===== src/rtl/core/oscits_pkg.sv =====
// Shared constants and types for the OSC icon-title scanner.
package oscits_pkg;

  localparam int DEF_PAYLOAD_DEPTH = 256;
  localparam int DEF_TITLE_DEPTH   = 256;

  localparam logic [7:0]  BYTE_ESC   = 8'h1B;
  localparam logic [7:0]  BYTE_BEL   = 8'h07;
  localparam logic [7:0]  CHAR_OSC   = 8'h5D;
  localparam logic [7:0]  CHAR_SEMI  = 8'h3B;
  localparam logic [7:0]  CHAR_BSL   = 8'h5C;
  localparam logic [7:0]  CHAR_0     = 8'h30;
  localparam logic [7:0]  CHAR_9     = 8'h39;
  localparam logic [29:0] CMD_LIMIT  = 30'd99999999;
  localparam logic [29:0] CMD_ICON   = 30'd1;
  localparam logic [29:0] CMD_BOTH   = 30'd2;

  localparam logic OP_SCAN = 1'b0;
  localparam logic OP_READ = 1'b1;

  typedef enum logic [1:0] {
    MODE_NORMAL = 2'd0,
    MODE_ESC    = 2'd1,
    MODE_OSC    = 2'd2
  } mode_t;

endpackage


===== src/rtl/core/osc_icon_title_scanner.sv =====
// OSC icon-title scanner: byte parser with a two-bank title RAM.
module osc_icon_title_scanner
  import oscits_pkg::*;
#(
  parameter int PAYLOAD_DEPTH = DEF_PAYLOAD_DEPTH,
  parameter int TITLE_DEPTH   = DEF_TITLE_DEPTH
) (
  input  logic       clk,
  input  logic       rst,
  input  logic       in_valid,
  output logic       in_ready,
  input  logic       opcode,
  input  logic [7:0] data_byte,
  input  logic [7:0] read_index,
  output logic       out_valid,
  input  logic       out_ready,
  output logic       title_updated,
  output logic [7:0] title_length,
  output logic [7:0] read_byte,
  output logic [1:0] scan_mode
);

  // One result per transfer, in the cycle after it; a new transfer can be taken
  // every cycle while out_ready is high. Parser state is in flip-flops and
  // updated in the accepting cycle; payload and title bytes share one RAM split
  // into two banks, one write and one registered read per cycle. Committing a
  // title swaps the banks, so no copy is made whatever the title length. No RAM
  // clearing is needed after reset; title bytes beyond title_length read 0.

  localparam int PLW = (PAYLOAD_DEPTH > 2) ? $clog2(PAYLOAD_DEPTH) : 1;
  localparam int TLW = (TITLE_DEPTH > 2) ? $clog2(TITLE_DEPTH) : 1;
  localparam int MAXD = (PAYLOAD_DEPTH > TITLE_DEPTH) ? PAYLOAD_DEPTH : TITLE_DEPTH;
  localparam int AW = (MAXD > 2) ? $clog2(MAXD) : 1;
  localparam int CW0 = (PLW > TLW) ? PLW : TLW;
  localparam int CW = ((CW0 > 8) ? CW0 : 8) + 1;
  localparam logic [CW-1:0] PAY_LIMIT = CW'(PAYLOAD_DEPTH - 1);
  localparam logic [CW-1:0] TITLE_MAX = CW'(TITLE_DEPTH - 1);

  typedef struct packed {
    logic           decided;
    logic           collecting;
    logic [29:0]    number;
    logic           saw_digit;
    logic [PLW-1:0] len;
  } cmd_t;

  typedef struct packed {
    cmd_t st;
    logic wr;
  } feed_t;

  localparam cmd_t CMD_CLEAR = '{decided: 1'b0, collecting: 1'b1, number: '0,
                                 saw_digit: 1'b0, len: '0};

  function automatic feed_t feed(cmd_t s, logic [7:0] b);
    feed_t r;
    r.st = s;
    r.wr = 1'b0;
    if (!s.decided) begin
      if (b >= CHAR_0 && b <= CHAR_9) begin
        if (s.number <= CMD_LIMIT) begin
          r.st.number = (s.number << 3) + (s.number << 1) + {22'd0, b - CHAR_0};
        end
        r.st.saw_digit = 1'b1;
      end else begin
        r.st.decided    = 1'b1;
        r.st.collecting = (b == CHAR_SEMI) && s.saw_digit &&
                          (s.number == CMD_ICON || s.number == CMD_BOTH);
      end
    end else if (s.collecting) begin
      if (CW'(s.len) >= PAY_LIMIT) begin
        r.st.collecting = 1'b0;
        r.st.len        = '0;
      end else begin
        r.wr     = 1'b1;
        r.st.len = s.len + 1'b1;
      end
    end
    return r;
  endfunction

  mode_t          mode, mode_next;
  logic           esc_pend, esc_pend_next;
  cmd_t           cmd, cmd_next;
  logic [TLW-1:0] title_len, title_len_next;
  logic           title_bank;
  logic           commit;
  logic           wr_en;
  logic [AW-1:0]  wr_addr;
  logic [7:0]     wr_data;
  feed_t          f1, f2;
  logic           accept, scan, rd_hit;

  logic [TLW-1:0] out_len;
  logic           out_upd, rd_hit_q;
  mode_t          out_mode;
  logic [7:0]     mem_q;
  logic [7:0]     mem [2**(AW+1)];

  assign in_ready = !out_valid || out_ready;
  assign accept   = in_valid && in_ready;
  assign scan     = accept && (opcode == OP_SCAN);
  assign rd_hit   = CW'(read_index) < CW'(title_len);

  always_comb begin
    mode_next      = mode;
    esc_pend_next  = esc_pend;
    cmd_next       = cmd;
    title_len_next = title_len;
    commit         = 1'b0;
    wr_en          = 1'b0;
    wr_addr        = AW'(cmd.len);
    wr_data        = data_byte;
    f1             = feed(cmd, BYTE_ESC);
    f2             = feed(f1.st, data_byte);
    case (mode)
      MODE_NORMAL: begin
        if (data_byte == BYTE_ESC) begin
          mode_next = MODE_ESC;
        end
      end
      MODE_ESC: begin
        if (data_byte == CHAR_OSC) begin
          mode_next     = MODE_OSC;
          cmd_next      = CMD_CLEAR;
          esc_pend_next = 1'b0;
        end else if (data_byte != BYTE_ESC) begin
          mode_next = MODE_NORMAL;
        end
      end
      MODE_OSC: begin
        if ((esc_pend && data_byte == CHAR_BSL) || (!esc_pend && data_byte == BYTE_BEL)) begin
          commit        = cmd.collecting && (cmd.len != '0);
          mode_next     = MODE_NORMAL;
          cmd_next      = CMD_CLEAR;
          esc_pend_next = 1'b0;
          if (CW'(cmd.len) >= TITLE_MAX) begin
            title_len_next = TLW'(TITLE_MAX);
          end else begin
            title_len_next = TLW'(cmd.len);
          end
          if (!commit) begin
            title_len_next = title_len;
          end
        end else if (esc_pend) begin
          // ESC byte already stored when it arrived; store the follower
          esc_pend_next = 1'b0;
          cmd_next      = f2.st;
          wr_en         = f2.wr;
          wr_addr       = AW'(f1.st.len);
        end else if (data_byte == BYTE_ESC) begin
          // provisional store of ESC; length moves only if the follower keeps it
          esc_pend_next = 1'b1;
          wr_en         = f1.wr;
          wr_data       = BYTE_ESC;
        end else begin
          f1      = feed(cmd, data_byte);
          cmd_next = f1.st;
          wr_en   = f1.wr;
        end
      end
      default: begin
        mode_next = MODE_NORMAL;
      end
    endcase
  end

  always_ff @(posedge clk) begin
    if (rst) begin
      mode       <= MODE_NORMAL;
      esc_pend   <= 1'b0;
      cmd        <= CMD_CLEAR;
      title_len  <= '0;
      title_bank <= 1'b0;
      out_valid  <= 1'b0;
    end else begin
      if (out_valid && out_ready) begin
        out_valid <= 1'b0;
      end
      if (accept) begin
        out_valid <= 1'b1;
      end
      if (scan) begin
        mode      <= mode_next;
        esc_pend  <= esc_pend_next;
        cmd       <= cmd_next;
        title_len <= title_len_next;
        if (commit) begin
          title_bank <= !title_bank;
        end
      end
    end
  end

  always_ff @(posedge clk) begin
    if (accept) begin
      out_upd  <= scan && commit;
      out_len  <= scan ? title_len_next : title_len;
      out_mode <= scan ? mode_next : mode;
      rd_hit_q <= (opcode == OP_READ) && rd_hit;
    end
  end

  always_ff @(posedge clk) begin
    if (scan && wr_en) begin
      mem[{!title_bank, wr_addr}] <= wr_data;
    end
    if (accept && opcode == OP_READ) begin
      mem_q <= mem[{title_bank, AW'(read_index)}];
    end
  end

  assign title_updated = out_upd;
  assign title_length  = 8'(out_len);
  assign read_byte     = rd_hit_q ? mem_q : 8'd0;
  assign scan_mode     = out_mode;

`ifndef NO_ASSERTIONS
  a_pay_len: assert property (@(posedge clk) disable iff (rst)
    cmd.len != '0 |-> cmd.decided && cmd.collecting)
    else $error("payload length held outside collection");
  a_title_bound: assert property (@(posedge clk) disable iff (rst)
    CW'(title_len) <= TITLE_MAX)
    else $error("title length above limit");
  a_upd_len: assert property (@(posedge clk) disable iff (rst)
    out_valid && out_upd |-> out_len != '0)
    else $error("commit reported with empty title");
  a_esc_osc: assert property (@(posedge clk) disable iff (rst)
    esc_pend |-> mode == MODE_OSC)
    else $error("escape pending outside OSC");
  a_bank_swap: assert property (@(posedge clk) disable iff (rst)
    scan && commit |=> title_bank != $past(title_bank))
    else $error("commit without bank swap");
`endif

endmodule

===== config.mk =====
export PLATFORM = sky130hd
export DESIGN_NAME = osc_icon_title_scanner
export DESIGN_NICKNAME = d
export VERILOG_FILES = /design/src/rtl/core/oscits_pkg.sv /design/src/rtl/core/osc_icon_title_scanner.sv
export SDC_FILE = /design/constraint.sdc
export NUM_CORES = 2
export LEC_CHECK = 0
export BUFFER_PORTS_ARGS = -buffer_cell sky130_fd_sc_hd__clkbuf_2
export CAP_MARGIN = 5
export CELL_PAD_IN_SITES_DETAIL_PLACEMENT = 0
export CELL_PAD_IN_SITES_GLOBAL_PLACEMENT = 1
export CORE_MARGIN = 5
export CORE_UTILIZATION = 55
export CTS_BUF_LIST = sky130_fd_sc_hd__clkbuf_8
export DETAILED_ROUTE_END_ITERATION = 12
export GPL_ROUTABILITY_DRIVEN = 1
export MAX_ROUTING_LAYER = met4
export PLACE_DENSITY = 0.86
export SLEW_MARGIN = 20
export SYNTH_ARGS = -nofsm -noshare
export SYNTH_HDL_FRONTEND = slang
export SYNTH_SLANG_ARGS = --single-unit

===== constraint.sdc =====
create_clock -name clk -period 24.6 [get_ports clk]
set_input_delay 4.92 -clock clk [delete_from_list [all_inputs] [get_ports clk]]
set_output_delay 4.92 -clock clk [all_outputs]
set_load 0.005 [all_outputs]

# Word-level counts from Yosys, hierarchy flattened
# Memory sizes are Yosys's and may differ from the RTL's. A register that Yosys moved wholly into a read port is not among the register bits.
# Cells that the tools add are included.
[word_totals] regBits=66 output_inout_bits=21 wordCells=128 inputBits=21 memories=1 mem_bits_rw=4096
[memory_table] memory="mem" words=512 word_bits=8 rd=1 rd_clocked_by_memory_dff=1 wr=1 line="osc_icon_title_scanner.sv:98" text="logic [7:0] mem [2**(AW+1)];"
[classes] magnitude_cmp=6 n_reduce_logical=29 mux=54 n_bitwise=1 addsub=5 eq_ne=18
[op_table] op="$mux 41" n=4
[op_table] op="$mux 8" n=15
[op_table] op="$pmux 41 s2" n=1
[op_table] op="$mux 31" n=2
[op_table] op="$add 30x30->30" n=1
[op_table] op="$add 30x8->30" n=1
[op_table] op="$eq 30x1->1 const B" n=1
[op_table] op="$eq 30x2->1 const B" n=1
[op_table] op="$le 30x27->1 const B" n=1
[op_table] op="$mux 30" n=1
[op_table] op="$mux 9" n=3
[op_table] op="$mux 1" n=20
[op_table] op="$add 8x1->8 const B" n=2
[op_table] op="$eq 8x7->1 const B" n=2
[op_table] op="$ge 8x8->1 const B" n=2
[op_table] op="$ne 3x3->1 const B" n=5
[op_table] op="$logic_and 1x1->1" n=13
[op_table] op="$mux 2" n=6
[op_table] op="$eq 8x3->1 const B" n=1
[op_table] op="$eq 8x5->1 const B" n=1
[op_table] op="$eq 8x6->1 const B" n=1
[op_table] op="$ge 8x6->1 const B" n=1
[op_table] op="$le 8x6->1 const B" n=1
[op_table] op="$lt 8x8->1" n=1
[op_table] op="21 further kinds" n=26

# Longest topological paths before layout
[depth] depth_word=13 depth_mapped=13 ltp_nobuf=12

# Least setup slack after synthesis
# OpenSTA, ideal clock, no wires.
[synth_timing] path_kind="input-to-reg" from="input data_byte[6]" to="memory mem[0][5] (data pin)" path_buffers=0 t_arrival_ps=17259 required_ps=22019 setup_ps=2581 stages=6 setup_slack_ps=4760 cell_sequence="nand4bb_1 -> nor3b_1 -> nor2b_1 -> nand4_1 -> inv_1 -> nor2_1"
[synth_via] elab_chain_cells=5 elab_cells_between_ends=10 cone_classes="eq/ne (3); mux (4); reduce/logical (3)"
[synth_lines] item="from (decl)" line="osc_icon_title_scanner.sv:13" text="input logic [7:0] data_byte,"
[synth_lines] item="$eq 8x5->1 (tied with other cells)" line="osc_icon_title_scanner.sv:151" text="end else if (data_byte == BYTE_ESC) begin"
[synth_lines] item="$mux 8 or $logic_and 1x1->1 (tied branches)" line="osc_icon_title_scanner.sv:151, osc_icon_title_scanner.sv:132"
[synth_lines] item="$mux 8 or $logic_or 1x1->1 (tied branches)" line="osc_icon_title_scanner.sv:145, osc_icon_title_scanner.sv:132"
[synth_lines] item="$mux 8 (*)" line="osc_icon_title_scanner.sv:132" text="if ((esc_pend && data_byte == CHAR_BSL) || (!esc_pend && data_byte == BYTE_BEL)) begin"
[synth_lines] item="$mux 8 (*)" line="osc_icon_title_scanner.sv:116" text="case (mode)"
[synth_lines] item="named net wr_data[5]" line="osc_icon_title_scanner.sv:90" text="logic [7:0] wr_data;"
[synth_lines] item="to (decl)" line="osc_icon_title_scanner.sv:98"
# Mark *: on every way through the listed nets, which the timed path passes. The rest lies on a longest branch.

==> flow_summary.ini <==
[outcome]
status = finished clean

[clocking]
cts_resized = 0
cts-root-buf = clkbuf_8
clock_latency_ps = 1080
clock-sinks = 4170
path_clk_slew_ps = 60
cts_inserted_buffers = 635
tritoncts = done
clockBufferDepth = 4
htree_levels = 6
cts_hold_buffers = 0
post_cts_buffers = 0

[sta]
fin_hold_ws_ps = 478
period_share_pct = 42.5
max_slew_margin_pct = 15.9
rsz0062_at_grt = false
setup_tns_ps = 0
setup_viol = 0
worstMarginPinSlew_ps = 1260
min_period_ps = 10450
slew_violations = 0
finClkSkew_ps = 77.8
hold_viol = 0
clock.fmax_mhz = 95.7

[final_layout]
fin_util_pct = 60.4
final_cells = 12500
fin_area_um2 = 179000
nNetsFinal = 8145
area_delta_synth_final_pct = 9.25
drive_gt1_share_pct = 24.8

[yosys]
synth_common_cells = edfxtp_1, mux4_2, nor2_1
synthFlopType = edfxtp_1
ys_top_cells_by_area = edfxtp_1, mux4_2, nor2_1, mux2i_1, mux2_2
yosysUniqueCellTypes = 72
synthesis.nets = 7833
yosysTopAreaCellShare_pct = 75.4
ys_seq_area_share_pct = 76.0
yosys.area.top_type = edfxtp_1
synth-async-reset-ratio_pct = 0
syn_area_per_cell_um2 = 21.2
ys_ff_latch = 4170
synth_edf_count = 4116
synthesis.area_um2 = 164000
syn_inst = 7739
yosysMostFrequentCell = edfxtp_1
yosys_warnings = 0

[drt]
dr_total_vias = 81700
first_iter_violations = 10800
wl_per_cell_um = 30.8
drc = 0
ant_nets = 0
drt_pass1_iterations = 6
routed_via_density = 6.55
drt-total-wl_um = 384000

[die]
rows = 200
design.core.area_um2 = 297000
start_util_pct = 55.2
die_w_um = 556
die-area_um2 = 309000
die_y_um = 556
ioPinCount = 42

[critical_path]
worstReg2RegEnd = mem[207][7]$_DFFE_PP_
startpoint = read_index[0]
required_ps = 25410
critPathKind = input pin to register
reg2reg_from = cmd[1]$_SDFFE_PP0P_
crit_path_end_kind = register
worstPathMaxFanout = 99
endpoint = mem_q[7]$_DFFE_PP_
regToRegSetupSlack_ps = 18990
critPathLaunchType = input pin
reg2reg_depth = 9
cp.arrival_ps = 11270

[place]
place_inst = 11400
gp_congestion = 0.857
place_area_um2 = 168000
port_buffers = 41
hpwlAfterDp_um = 220000

[min_path]
hp-class = register to register
hold_depth = 2

[global_routing]
grt_util_all_layers_pct = 25.5
antenna_found_initial = 16
grt_max_degree = 245
grt_overflow = 0
grt_pass1_wl_um = 565000
first_global_vias = 83100

[power_and_ir_drop]
p_leak_uw = 0.0558
pwr_density_cell_nw_per_um2 = 76.0
peakVddDrop_v = 0.0000668

[job]
maxCapViolations = 0
## state kept, by name, summed over array words and instances (netlist names)
name,count
cmd,41
esc_pend,1
mem,4096
mem_q,8
mode,2
out_valid,1
rd_hit_q,1
scan_mode,2
title_bank,1
title_len,8
title_length,8
title_updated,1
## metal layers
metal / vias up / routed length [µm] / part of all wire [%] / track usage (%)
li1: 33100 / - / - / -
met2: 5279 / 185000 / 48 / 38.7
met5: - / 0 / 0 / -
met1: 42500 / 141000 / 37 / 34.6
met3: 755 / 45500 / 12 / 6.25
met4: 0 / 12500 / 3.3 / 8.25
## cell usage in the layout, fill, tap and decap left out, types with 23 or more instances in the layout
master / netlist / routed
dfxtp_1: 54 / 54
nand2_1: 117 / 98
a21oi_1: 65 / 65
clkbuf_8: 0 / 650
a22oi_1: 42 / 42
clkinv_1: 0 / 160
inv_1: 32 / 239
mux2_2: 131 / 131
o221ai_1: 95 / 95
mux2i_1: 163 / 162
ha_1: 67 / 67
o22ai_1: 53 / 53
buf_4: 68 / 101
mux4_2: 1026 / 1026
clkinv_2: 0 / 51
nand3_1: 42 / 41
nor2_1: 603 / 600
o22a_1: 75 / 75
o21ai_0: 151 / 151
xnor2_1: 24 / 24
clkbuf_2: 0 / 31
a221oi_1: 95 / 95
edfxtp_1: 4116 / 4116
nand4_1: 23 / 23
## critical path: stages
cell and delay, ps:
buf_12 370, buf_4 830, buf_4 790, buf_4 800, buf_12 590, mux4_2 590
mux2_2 290, o221ai_1 200, a221oi_1 110, nor4_1 590, a22oi_1 300, and3_1 280
## how the worst min path moves through the flow
stage,startpoint,endpoint
2_1_floorplan,cmd[38]$_SDFFE_PP0P_,cmd[38]$_SDFFE_PP0P_
3_3_place_gp,cmd[38]$_SDFFE_PP0P_,cmd[38]$_SDFFE_PP0P_
3_5_place_dp,cmd[38]$_SDFFE_PP0P_,cmd[38]$_SDFFE_PP0P_
4_1_cts,cmd[38]$_SDFFE_PP0P_,cmd[38]$_SDFFE_PP0P_
5_1_grt,cmd[38]$_SDFFE_PP0P_,cmd[38]$_SDFFE_PP0P_
6_report,cmd[38]$_SDFFE_PP0P_,cmd[38]$_SDFFE_PP0P_
## through the flow
stage                     power (µW)  setup WS, ps
after floorplan                 8420          4760
after global placement          8560         13070
after detailed placement        8580         13030
after CTS                      13700         14160
after global routing           14000         13570
final                          13600         14150
## logic make-up after synthesis
family / after synthesis / share of synthesized area [%]
multiplexers: 1320 / 16.0
buffers and inverters: 518 / 1.71
AO/OA/AOI/OAI: 684 / 3.01
XOR/XNOR: 38 / 0.203
AND/OR/NAND/NOR: 936 / 2.46
adder cells (fa/ha/maj): 73 / 0.585
flip-flops: 4170 / 76.0
## where the power goes
| group | total [µW] | internal, µW | switching [µW] | leakage [µW] |
|---|---|---|---|---|
| sequential | 7810 | 7810 | 2.49 | 0.0374 |
| clock | 5180 | 2560 | 2610 | 0.00649 |
| combinational | 622 | 223 | 399 | 0.0119 |
## layout make-up
cell class	count	area [µm²]
Antenna cell	11	27.5
Clock buffer	650	8950
Clock inverter	462	2280
Fill cell	19900	118000
Inverter	33	131
Multi-Input combinational cell	3051	36700
Sequential cell	4170	125000
Tap cell	3939	4930
Timing Repair Buffer	160	1430
(Power assumes the default switching activity.)
